$ cat config.mk
export PLATFORM = sky130hd
export DESIGN_NAME = fpalu_front
export DESIGN_NICKNAME = d
export VERILOG_FILES = /design/src/sv/fpalu_pkg.sv /design/src/sv/fpalu_front.sv
export SDC_FILE = /design/constraint.sdc
export NUM_CORES = 2
export LEC_CHECK = 0
export ABC_AREA = 1
export BUFFER_PORTS_ARGS = -buffer_cell sky130_fd_sc_hd__buf_4
export CORE_MARGIN = 3
export CORE_UTILIZATION = 40
export DETAILED_ROUTE_END_ITERATION = 10
export PLACE_DENSITY = 0.66
export SKIP_CTS_REPAIR_TIMING = 1
export SLEW_MARGIN = 20
export SYNTH_ARGS = -nofsm -noshare
export SYNTH_HDL_FRONTEND = slang
export SYNTH_SLANG_ARGS = --single-unit
$ cat constraint.sdc
create_clock -name clock -period 6.25 [get_ports clock]
set_clock_uncertainty 0.2 [all_clocks]
set_input_delay 1.25 -clock clock [delete_from_list [all_inputs] [get_ports clock]]
set_output_delay 1.25 -clock clock [all_outputs]
set_load 0.02 [all_outputs]
$ cat src/sv/fpalu_pkg.sv
// Package for the Q24.8 fixed-point ALU: opcodes, payload structs, widths.
// No dependencies.
package fpalu_pkg;

   localparam int FRAC_BITS = 8;
   localparam int DATA_W = 32;
   localparam int DIV_N_W = DATA_W + FRAC_BITS + 1;  // numerator 2*|a|<<F
   localparam int DIV_D_W = DATA_W + 1;              // divisor 2*|b|

   typedef enum logic [3:0] {
      OP_ADD  = 4'd0,
      OP_SUB  = 4'd1,
      OP_MUL  = 4'd2,
      OP_DIV  = 4'd3,
      OP_MIN  = 4'd4,
      OP_MAX  = 4'd5,
      OP_TOI  = 4'd6,
      OP_FROMI = 4'd7,
      OP_INCR = 4'd8,
      OP_DECR = 4'd9
   } op_type;

   typedef struct packed {
      logic [3:0]        op;
      logic signed [31:0] operand_a;
      logic signed [31:0] operand_b;
   } req_type;

   typedef struct packed {
      logic signed [31:0] result;
      logic              a_greater;
      logic              a_less;
      logic              a_equal;
      logic              overflowed;
      logic              divide_by_zero;
   } rsp_type;

   // Per-item control that rides along the divider pipeline.
   typedef struct packed {
      logic [3:0]  op;
      logic        neg;
      logic        dz;
      logic        a_greater;
      logic        a_less;
      logic        a_equal;
      logic [32:0] simple;     // 33-bit signed result of simple ops
      logic        simple_ovf;
      logic [63:0] prod;       // |a|*|b|
   } ctl_type;

   // Saturate sign/magnitude to 32 bits.
   function automatic logic [32:0] sat_mag(input logic neg, input logic [63:0] mag);
      logic [32:0] r;
      if (!neg) begin
         if (mag > 64'h7FFF_FFFF) r = {1'b1, 32'h7FFF_FFFF};
         else r = {1'b0, mag[31:0]};
      end else begin
         if (mag > 64'h8000_0000) r = {1'b1, 32'h8000_0000};
         else r = {1'b0, 32'(-mag[31:0])};
      end
      return r;
   endfunction

endpackage

$ cat src/sv/fpalu_front.sv
// Front stage of the Q24.8 ALU: compares, simple ops, magnitudes, multiply.
// Depends on fpalu_pkg.
module fpalu_front (
   input  logic                clock,
   input  logic                reset,
   input  logic                en,
   input  logic                in_valid,
   input  fpalu_pkg::req_type  in_word,
   output logic                out_valid,
   output fpalu_pkg::ctl_type  out_ctl,
   output logic [31:0]         out_ma,
   output logic [31:0]         out_mb
);
   import fpalu_pkg::*;

   logic [32:0] sa, sb, ma, mb;
   logic [32:0] sum;
   ctl_type ctl;
   logic valid_ff;
   ctl_type ctl_ff;
   logic [31:0] ma_ff, mb_ff;

   // Build per-item control from the operands.
   always_comb begin
      sa = {in_word.operand_a[31], in_word.operand_a};
      sb = {in_word.operand_b[31], in_word.operand_b};
      ma = sa[32] ? -sa : sa;
      mb = sb[32] ? -sb : sb;
      ctl = '0;
      ctl.op = in_word.op;
      ctl.neg = sa[32] ^ sb[32];
      ctl.dz = (mb == '0);
      ctl.a_greater = in_word.operand_a > in_word.operand_b;
      ctl.a_less = in_word.operand_a < in_word.operand_b;
      ctl.a_equal = in_word.operand_a == in_word.operand_b;
      sum = '0;
      case (in_word.op)
         OP_ADD: sum = sa + sb;
         OP_SUB: sum = sa - sb;
         OP_INCR: sum = sa + 33'd1;
         OP_DECR: sum = sa - 33'd1;
         OP_MIN: sum = ctl.a_less ? sa : sb;
         OP_MAX: sum = ctl.a_greater ? sa : sb;
         OP_TOI: sum = {sa[32], 32'(in_word.operand_a >>> FRAC_BITS)};
         OP_FROMI: begin
            // Shift up when the integer fits, else clamp to the range limit.
            if ((sa[32:DATA_W-FRAC_BITS-1] == '0) || (sa[32:DATA_W-FRAC_BITS-1] == '1)) begin
               sum = {sa[32], sa[DATA_W-FRAC_BITS-1:0], {FRAC_BITS{1'b0}}};
            end else begin
               sum = sa[32] ? {1'b1, 32'h8000_0000} : {1'b0, 32'h7FFF_FFFF};
               ctl.simple_ovf = 1'b1;
            end
         end
         default: sum = '0;
      endcase
      // Saturate the 33-bit sum.
      if (sum[32] != sum[31]) begin
         ctl.simple_ovf = 1'b1;
         ctl.simple = sum[32] ? {1'b1, 32'h8000_0000} : {1'b0, 32'h7FFF_FFFF};
      end else begin
         ctl.simple = sum;
      end
   end

   // Register stage one.
   always_ff @(posedge clock) begin
      if (reset) begin
         valid_ff <= 1'b0;
      end else if (en) begin
         valid_ff <= in_valid;
      end
      if (en) begin
         ctl_ff <= ctl;
         ma_ff <= ma[31:0];
         mb_ff <= mb[31:0];
      end
   end

   // Product, registered in stage two.
   logic valid2_ff;
   ctl_type ctl_p;
   ctl_type ctl2_ff;
   logic [31:0] ma2_ff, mb2_ff;
   always_comb begin
      ctl_p = ctl_ff;
      ctl_p.prod = 64'(ma_ff) * 64'(mb_ff);
   end

   always_ff @(posedge clock) begin
      if (reset) begin
         valid2_ff <= 1'b0;
      end else if (en) begin
         valid2_ff <= valid_ff;
      end
      if (en) begin
         ctl2_ff <= ctl_p;
         ma2_ff <= ma_ff;
         mb2_ff <= mb_ff;
      end
   end

   assign out_valid = valid2_ff;
   assign out_ctl = ctl2_ff;
   assign out_ma = ma2_ff;
   assign out_mb = mb2_ff;
endmodule

# [After elaboration in Yosys (flattened, before gate mapping)]
# Cells that the tools add are included.
[totals] ff_bits=280 romBits=0 n_memories=0 out_inout_bits=172 elab_cells=59 ramBits=0 latchBits=0
[op_classes] mul=1 add_sub_neg=6 mux=11 div=0 bitwise_logic=1 reduce_logical=4 n_shift=0 eq_ne=10 order_cmp=2
[op_table] operator="$pmux W33 S8" count=1
[op_table] operator="$mux W33" count=7
[op_table] operator="$mul A32 B32 Y64" count=1
[op_table] operator="$add A32 B2 Y33 const B" count=1
[op_table] operator="$add A32 B32 Y33" count=1
[op_table] operator="$logic_not A33 Y1" count=1
[op_table] operator="$neg A33 Y33" count=1
[op_table] operator="$sub A32 B2 Y33 const B" count=1
[op_table] operator="$sub A32 B32 Y33" count=1
[op_table] operator="$eq A32 B32 Y1" count=1
[op_table] operator="$gt A32 B32 Y1" count=1
[op_table] operator="$lt A32 B32 Y1" count=1
[op_table] operator="$neg A32 Y32" count=1
[op_table] operator="$mux W31" count=1
[op_table] operator="$eq A4 B3 Y1 const B" count=4
[op_table] operator="$eq A10 B10 Y1 const B" count=1
[op_table] operator="$logic_not A10 Y1" count=1
[op_table] operator="$eq A4 B4 Y1 const B" count=2
[op_table] operator="$eq A4 B1 Y1 const B" count=1
[op_table] operator="$logic_not A4 Y1" count=1
[op_table] operator="$mux W1" count=2
[op_table] operator="$logic_or A1 B1 Y1" count=1
[op_table] operator="$ne A1 B1 Y1" count=1
[op_table] operator="$xor A1 B1 Y1" count=1

# [Logic depth before layout (Yosys ltp)]
[logic_depth] word_depth=6 mapped_depth=31 depth_no_buf=30

# [Worst setup path before layout]
# No wires, ideal clock.
[synth_timing] kind="reg2reg" start="register ma_ff[16]" end="register ctl2_ff (netlist bit out_ctl[47]), data pin" n_path_buf=1 arrival_ps=6504 path_slack_ps=-706 path_stages_with_launch=29 required_time_ps=5797 setup_ps=253 path_cell_list="edfxtp_1 > clkbuf_1 > nand2_1 > inv_1 > fa_1 > inv_1 > fa_1 > fa_1 > fa_1 > inv_1 > fa_1 > inv_1 > fa_1 > inv_1 > fa_1 > fa_1 > ha_1 > nand2_1 > nor2_1 > inv_1 > o21ai_0 > nand3_1 > nand3_1 > nand2_1 > nand2_1 > a21oi_1 > or2_2 > nand3_1 > nand2_1"
[synth_rtl] element="start: declaration" line="fpalu_front.sv:21" rtl="logic [31:0] ma_ff, mb_ff;"
[synth_rtl] element="start signal: assignment" line="fpalu_front.sv:74" rtl="ma_ff <= ma[31:0];"
[synth_rtl] element="end signal: assignment" line="fpalu_front.sv:96" rtl="ctl2_ff <= ctl_p;"
[synth_rtl] element="end: declaration" line="fpalu_front.sv:82" rtl="ctl_type ctl2_ff;"

==> results by stage <==
Run status:
- The run finished, with violations left.
- The final reports fail on negative setup slack.

GRT:
- The via count of the first global-routing pass came to 47466.
- The most utilized layer in the global route result is met2.
- The routing usage on met1 is 0.353.
- For met3 alone, demand over resource in global routing was 0.0473.
- Entering global routing, the biggest net connects between 100 and 150 pins.
- The number of antenna violations at the first check in global routing was 7.
- Across every metal layer, demand over resource in global routing totals 0.282.
- The first global-routing pass estimated 282 mm of wire.
- The global routing met2 resource utilization is 0.459.
- The global-route congestion overflow total is 0.

Route:
- The first detailed-routing pass took 7 iterations.
- After detailed routing, the average wire length per cell comes to around 21 um.
- After detailed routing, the number of remaining DRC violations is 0.
- The detail route stage leaves a number of antenna-violating nets equal to 0.
- The total vias in the final route is 45768.
- In the routed layout, each cell is associated on average with a via count of 5.15.
- In this run, the number of DRC markers left after iteration 0 of detailed routing was ~4000.
- Summed over all layers, the routed wires come to 188 mm.

Place:
- Timing analysis after detailed placement gives a worst setup slack of -1.11 ns.
- The detailed-placement wirelength estimate is approximately 160 mm.
- The count of port buffers added during placement is around 240.
- Routability-driven placement finished with a final weighted congestion of between 1 and 1.5.
- The area of placed instances is 60400 sq um.

Yosys:
- The sequential fraction of the synthesis area is 0.162.
- The synthesized netlist occupies a cell area of slightly above 50000 sq um.
- The number of storage elements in the synthesis netlist is 278.
- The top flip-flop cell by instance count after synthesis is sky130_fd_sc_hd__edfxtp_1.
- After technology mapping, the gate count stands at roughly 6500.
- The most common cell in the synthesized netlist is sky130_fd_sc_hd__inv_1.
- Summed over all instances, the cell type with the most area after synthesis is sky130_fd_sc_hd__fa_1.
- The number of nets produced by synthesis is 7798.
- A synthesized cell averages 7.92 sq um.
- Counting instances in the post-synthesis netlist gives the leading cell types as 1743 x sky130_fd_sc_hd__inv_1, 1679 x sky130_fd_sc_hd__nand2_1, 898 x sky130_fd_sc_hd__fa_1.
- The total number of yosys warnings is 0.
- Sorting the synthesized cells by area gives the leading types as sky130_fd_sc_hd__fa_1 35%, sky130_fd_sc_hd__edfxtp_1 16%, sky130_fd_sc_hd__inv_1 13%, sky130_fd_sc_hd__nand2_1 12%, sky130_fd_sc_hd__ha_1 8.0%.
- The number of enable-type register cells in the synthesized netlist is 276.
- The number of different library cells in the post-synthesis netlist is 57.
- Of the post-synthesis cell area, the dominant cell type holds 0.349.
- Counting flops with an async set or reset pin after synthesis yields a share of 0.

Clock tree:
- The CTS H-tree depth is 2.
- Counting along the longest clock path gives a buffer depth of 3.
- CTS placed an instance of sky130_fd_sc_hd__clkbuf_16 at the clock tree root.
- Clock tree synthesis found a total of 278 sinks.
- TritonCTS built the clock tree.
- In this run, CTS created clock tree buffers numbering 36.
- The clock-pin slew on the worst setup and hold paths is around 0.06 ns.
- The clock latency on the worst-skew pair is 0.60 ns.

Cells and area:
- The growth of design area from synthesis to finish is 22.8%.
- The fraction of final layout cells with drive strength greater than 1 is 0.179.
- The number of nets at the end of the flow is 8505.
- The design area is 63200 sq um.
- The share of the core filled with cells is 0.499.

Flow run:
- Across the run, the number of max-cap violations was 0.

Timing:
- The number of max-slew violations in the final report is 0.
- The worst slew slack as a fraction of its limit is 0.330.
- Based on the critical path, the design can be clocked at up to 139 MHz.
- Setup violations remaining at the end of the flow were counted as 53.
- The slew at the pin closest to its max-slew limit is 1.00 ns.
- Dividing the final minimum period by the clock period gives 1.15.
- The time the worst path needs with I/O delays and setup is 7.20 ns.
- For the final routed database, the setup TNS stands at -34.94 ns.
- Setup repair after global routing could not meet its margin everywhere.
- Setup slack on the critical path of the routed design comes to -0.945 ns.
- The final hold violation count is 0.

Critical path:
- The worst register-to-register path has a setup slack of -0.95 ns.
- The critical path ends at out_ctl[58].
- The data required time of the worst path is 6.36 ns.
- Data arrives at the worst endpoint at 7.30 ns.
- The worst setup path is launched from a flop.
- The critical path capture point type is a flop.
- The capturing point of the worst reg2reg path is out_ctl[58].
- The startpoint of the lowest-slack register-to-register path is mb_ff[13].
- By startpoint and endpoint, the worst setup path is classified as flop to flop.
- The highest fanout seen on the critical path is 5.
- The launch point of the worst path is mb_ff[13].
- The number of cells on the worst reg-to-reg path is 24.

Floorplan:
- In this run the core area contains between 100 and 150 standard-cell rows.
- The initial utilization of the core area, before any placement, comes to 0.406.
- The floorplan step defined a core boundary enclosing between 100000 and 150000 sq um.
- The horizontal die dimension is 365 um.
- The top-level I/O count is 244.
- The die covers between 100000 and 150000 sq um.
- The die height is 365 um.

Hold path:
- The type of the tightest min-delay check is flop to flop.
## flip-flops by register name, indices dropped and copies added, names as in the netlist
register,count
out_ma,32
mb_ff,32
ma_ff,32
out_mb,32
valid_ff,1
out_valid,1
ctl_ff,42
out_ctl,106
## metrics by stage
stage | instances | hold slack (ns)
4_1_cts | 8828 | 0.209
5_1_grt | 8880 | 0.205
2_1_floorplan | 6497 | 0.200
3_3_place_gp | 8765 | 0.201
6_report | 8882 | 0.204
3_5_place_dp | 8765 | 0.205
## final cells by class
type / count / area [sq um]
fillers: 11928 / 63500
multi-input cells: 4225 / 37100
flip-flops and latches: 278 / 8330
repair buffers: 910 / 8050
inverters: 1753 / 6590
well taps: 1650 / 2060
clock buffers: 40 / 916
clock inverters: 23 / 185
diodes: 3 / 7.51
## logic make-up after synthesis
kind of cell    share of synthesized area
simple gates                        0.188
buf+inv                             0.147
fa+ha+maj                           0.430
compound gates                     0.0543
flops                               0.162
xor+xnor                           0.0194
## placed cells by master (no fill, tap or decap), types with 10 or more instances in the layout
cell type / instances
sky130_fd_sc_hd__a21o_1: 14
sky130_fd_sc_hd__a21oi_1: 168
sky130_fd_sc_hd__a21oi_2: 38
sky130_fd_sc_hd__a21oi_4: 10
sky130_fd_sc_hd__a22oi_1: 10
sky130_fd_sc_hd__a31oi_1: 12
sky130_fd_sc_hd__buf_12: 85
sky130_fd_sc_hd__buf_4: 798
sky130_fd_sc_hd__buf_6: 22
sky130_fd_sc_hd__clkbuf_16: 39
sky130_fd_sc_hd__clkinv_1: 10
sky130_fd_sc_hd__edfxtp_1: 276
sky130_fd_sc_hd__fa_1: 868
sky130_fd_sc_hd__fa_2: 30
sky130_fd_sc_hd__ha_1: 294
sky130_fd_sc_hd__ha_4: 37
sky130_fd_sc_hd__inv_1: 1710
sky130_fd_sc_hd__inv_2: 36
sky130_fd_sc_hd__nand2_1: 1641
sky130_fd_sc_hd__nand2_2: 35
sky130_fd_sc_hd__nand2_4: 14
sky130_fd_sc_hd__nand3_1: 221
sky130_fd_sc_hd__nand3_2: 10
sky130_fd_sc_hd__nand3b_1: 16
sky130_fd_sc_hd__nand4_1: 43
sky130_fd_sc_hd__nor2_1: 277
sky130_fd_sc_hd__nor2_2: 31
sky130_fd_sc_hd__nor2_4: 22
sky130_fd_sc_hd__nor3_1: 27
sky130_fd_sc_hd__nor4_1: 11
sky130_fd_sc_hd__o211ai_1: 12
sky130_fd_sc_hd__o21a_1: 22
sky130_fd_sc_hd__o21ai_0: 128
sky130_fd_sc_hd__o21ai_1: 41
sky130_fd_sc_hd__o21ai_2: 18
sky130_fd_sc_hd__xnor2_1: 22
sky130_fd_sc_hd__xor2_1: 83
## worst max-delay path, stage by stage (launching register included)
cell and delay [ns]:
sky130_fd_sc_hd__edfxtp_1 0.45, sky130_fd_sc_hd__buf_4 0.20, sky130_fd_sc_hd__clkbuf_16 0.17, sky130_fd_sc_hd__nand2_1 0.06, sky130_fd_sc_hd__inv_1 0.04, sky130_fd_sc_hd__fa_1 0.39
sky130_fd_sc_hd__fa_1 0.54, sky130_fd_sc_hd__inv_1 0.06, sky130_fd_sc_hd__fa_1 0.56, sky130_fd_sc_hd__fa_1 0.45, sky130_fd_sc_hd__fa_1 0.61, sky130_fd_sc_hd__inv_1 0.07
sky130_fd_sc_hd__fa_1 0.44, sky130_fd_sc_hd__fa_1 0.55, sky130_fd_sc_hd__fa_1 0.46, sky130_fd_sc_hd__ha_4 0.33, sky130_fd_sc_hd__nand2_4 0.07, sky130_fd_sc_hd__nor2_4 0.14
sky130_fd_sc_hd__nand2_4 0.08, sky130_fd_sc_hd__nor4_4 0.36, sky130_fd_sc_hd__nand3_1 0.13, sky130_fd_sc_hd__nand4_1 0.13, sky130_fd_sc_hd__buf_6 0.16, sky130_fd_sc_hd__a31oi_4 0.09
sky130_fd_sc_hd__xnor2_1 0.15
## worst min-delay path by stage
stage                      startpoint  depth (start not counted)            to
after floorplan           ctl_ff[100]                          0  out_ctl[100]
after global placement    ctl_ff[104]                          0  out_ctl[104]
after detailed placement   ctl_ff[70]                          0   out_ctl[70]
after CTS                  ctl_ff[69]                          0   out_ctl[69]
after global routing      ctl_ff[100]                          0  out_ctl[100]
final                      ctl_ff[69]                          0   out_ctl[69]
## metal layers
metal  vias up  routed length (um)
li1      20614                   -
met1     22601               71800
met2      2041               87800
met3       510               15200
met4         2               13300
met5         -                  13
Power is left out: the tool's default activity adds up to more than one toggle a clock period on the data nets, which glitch-free logic cannot reach.
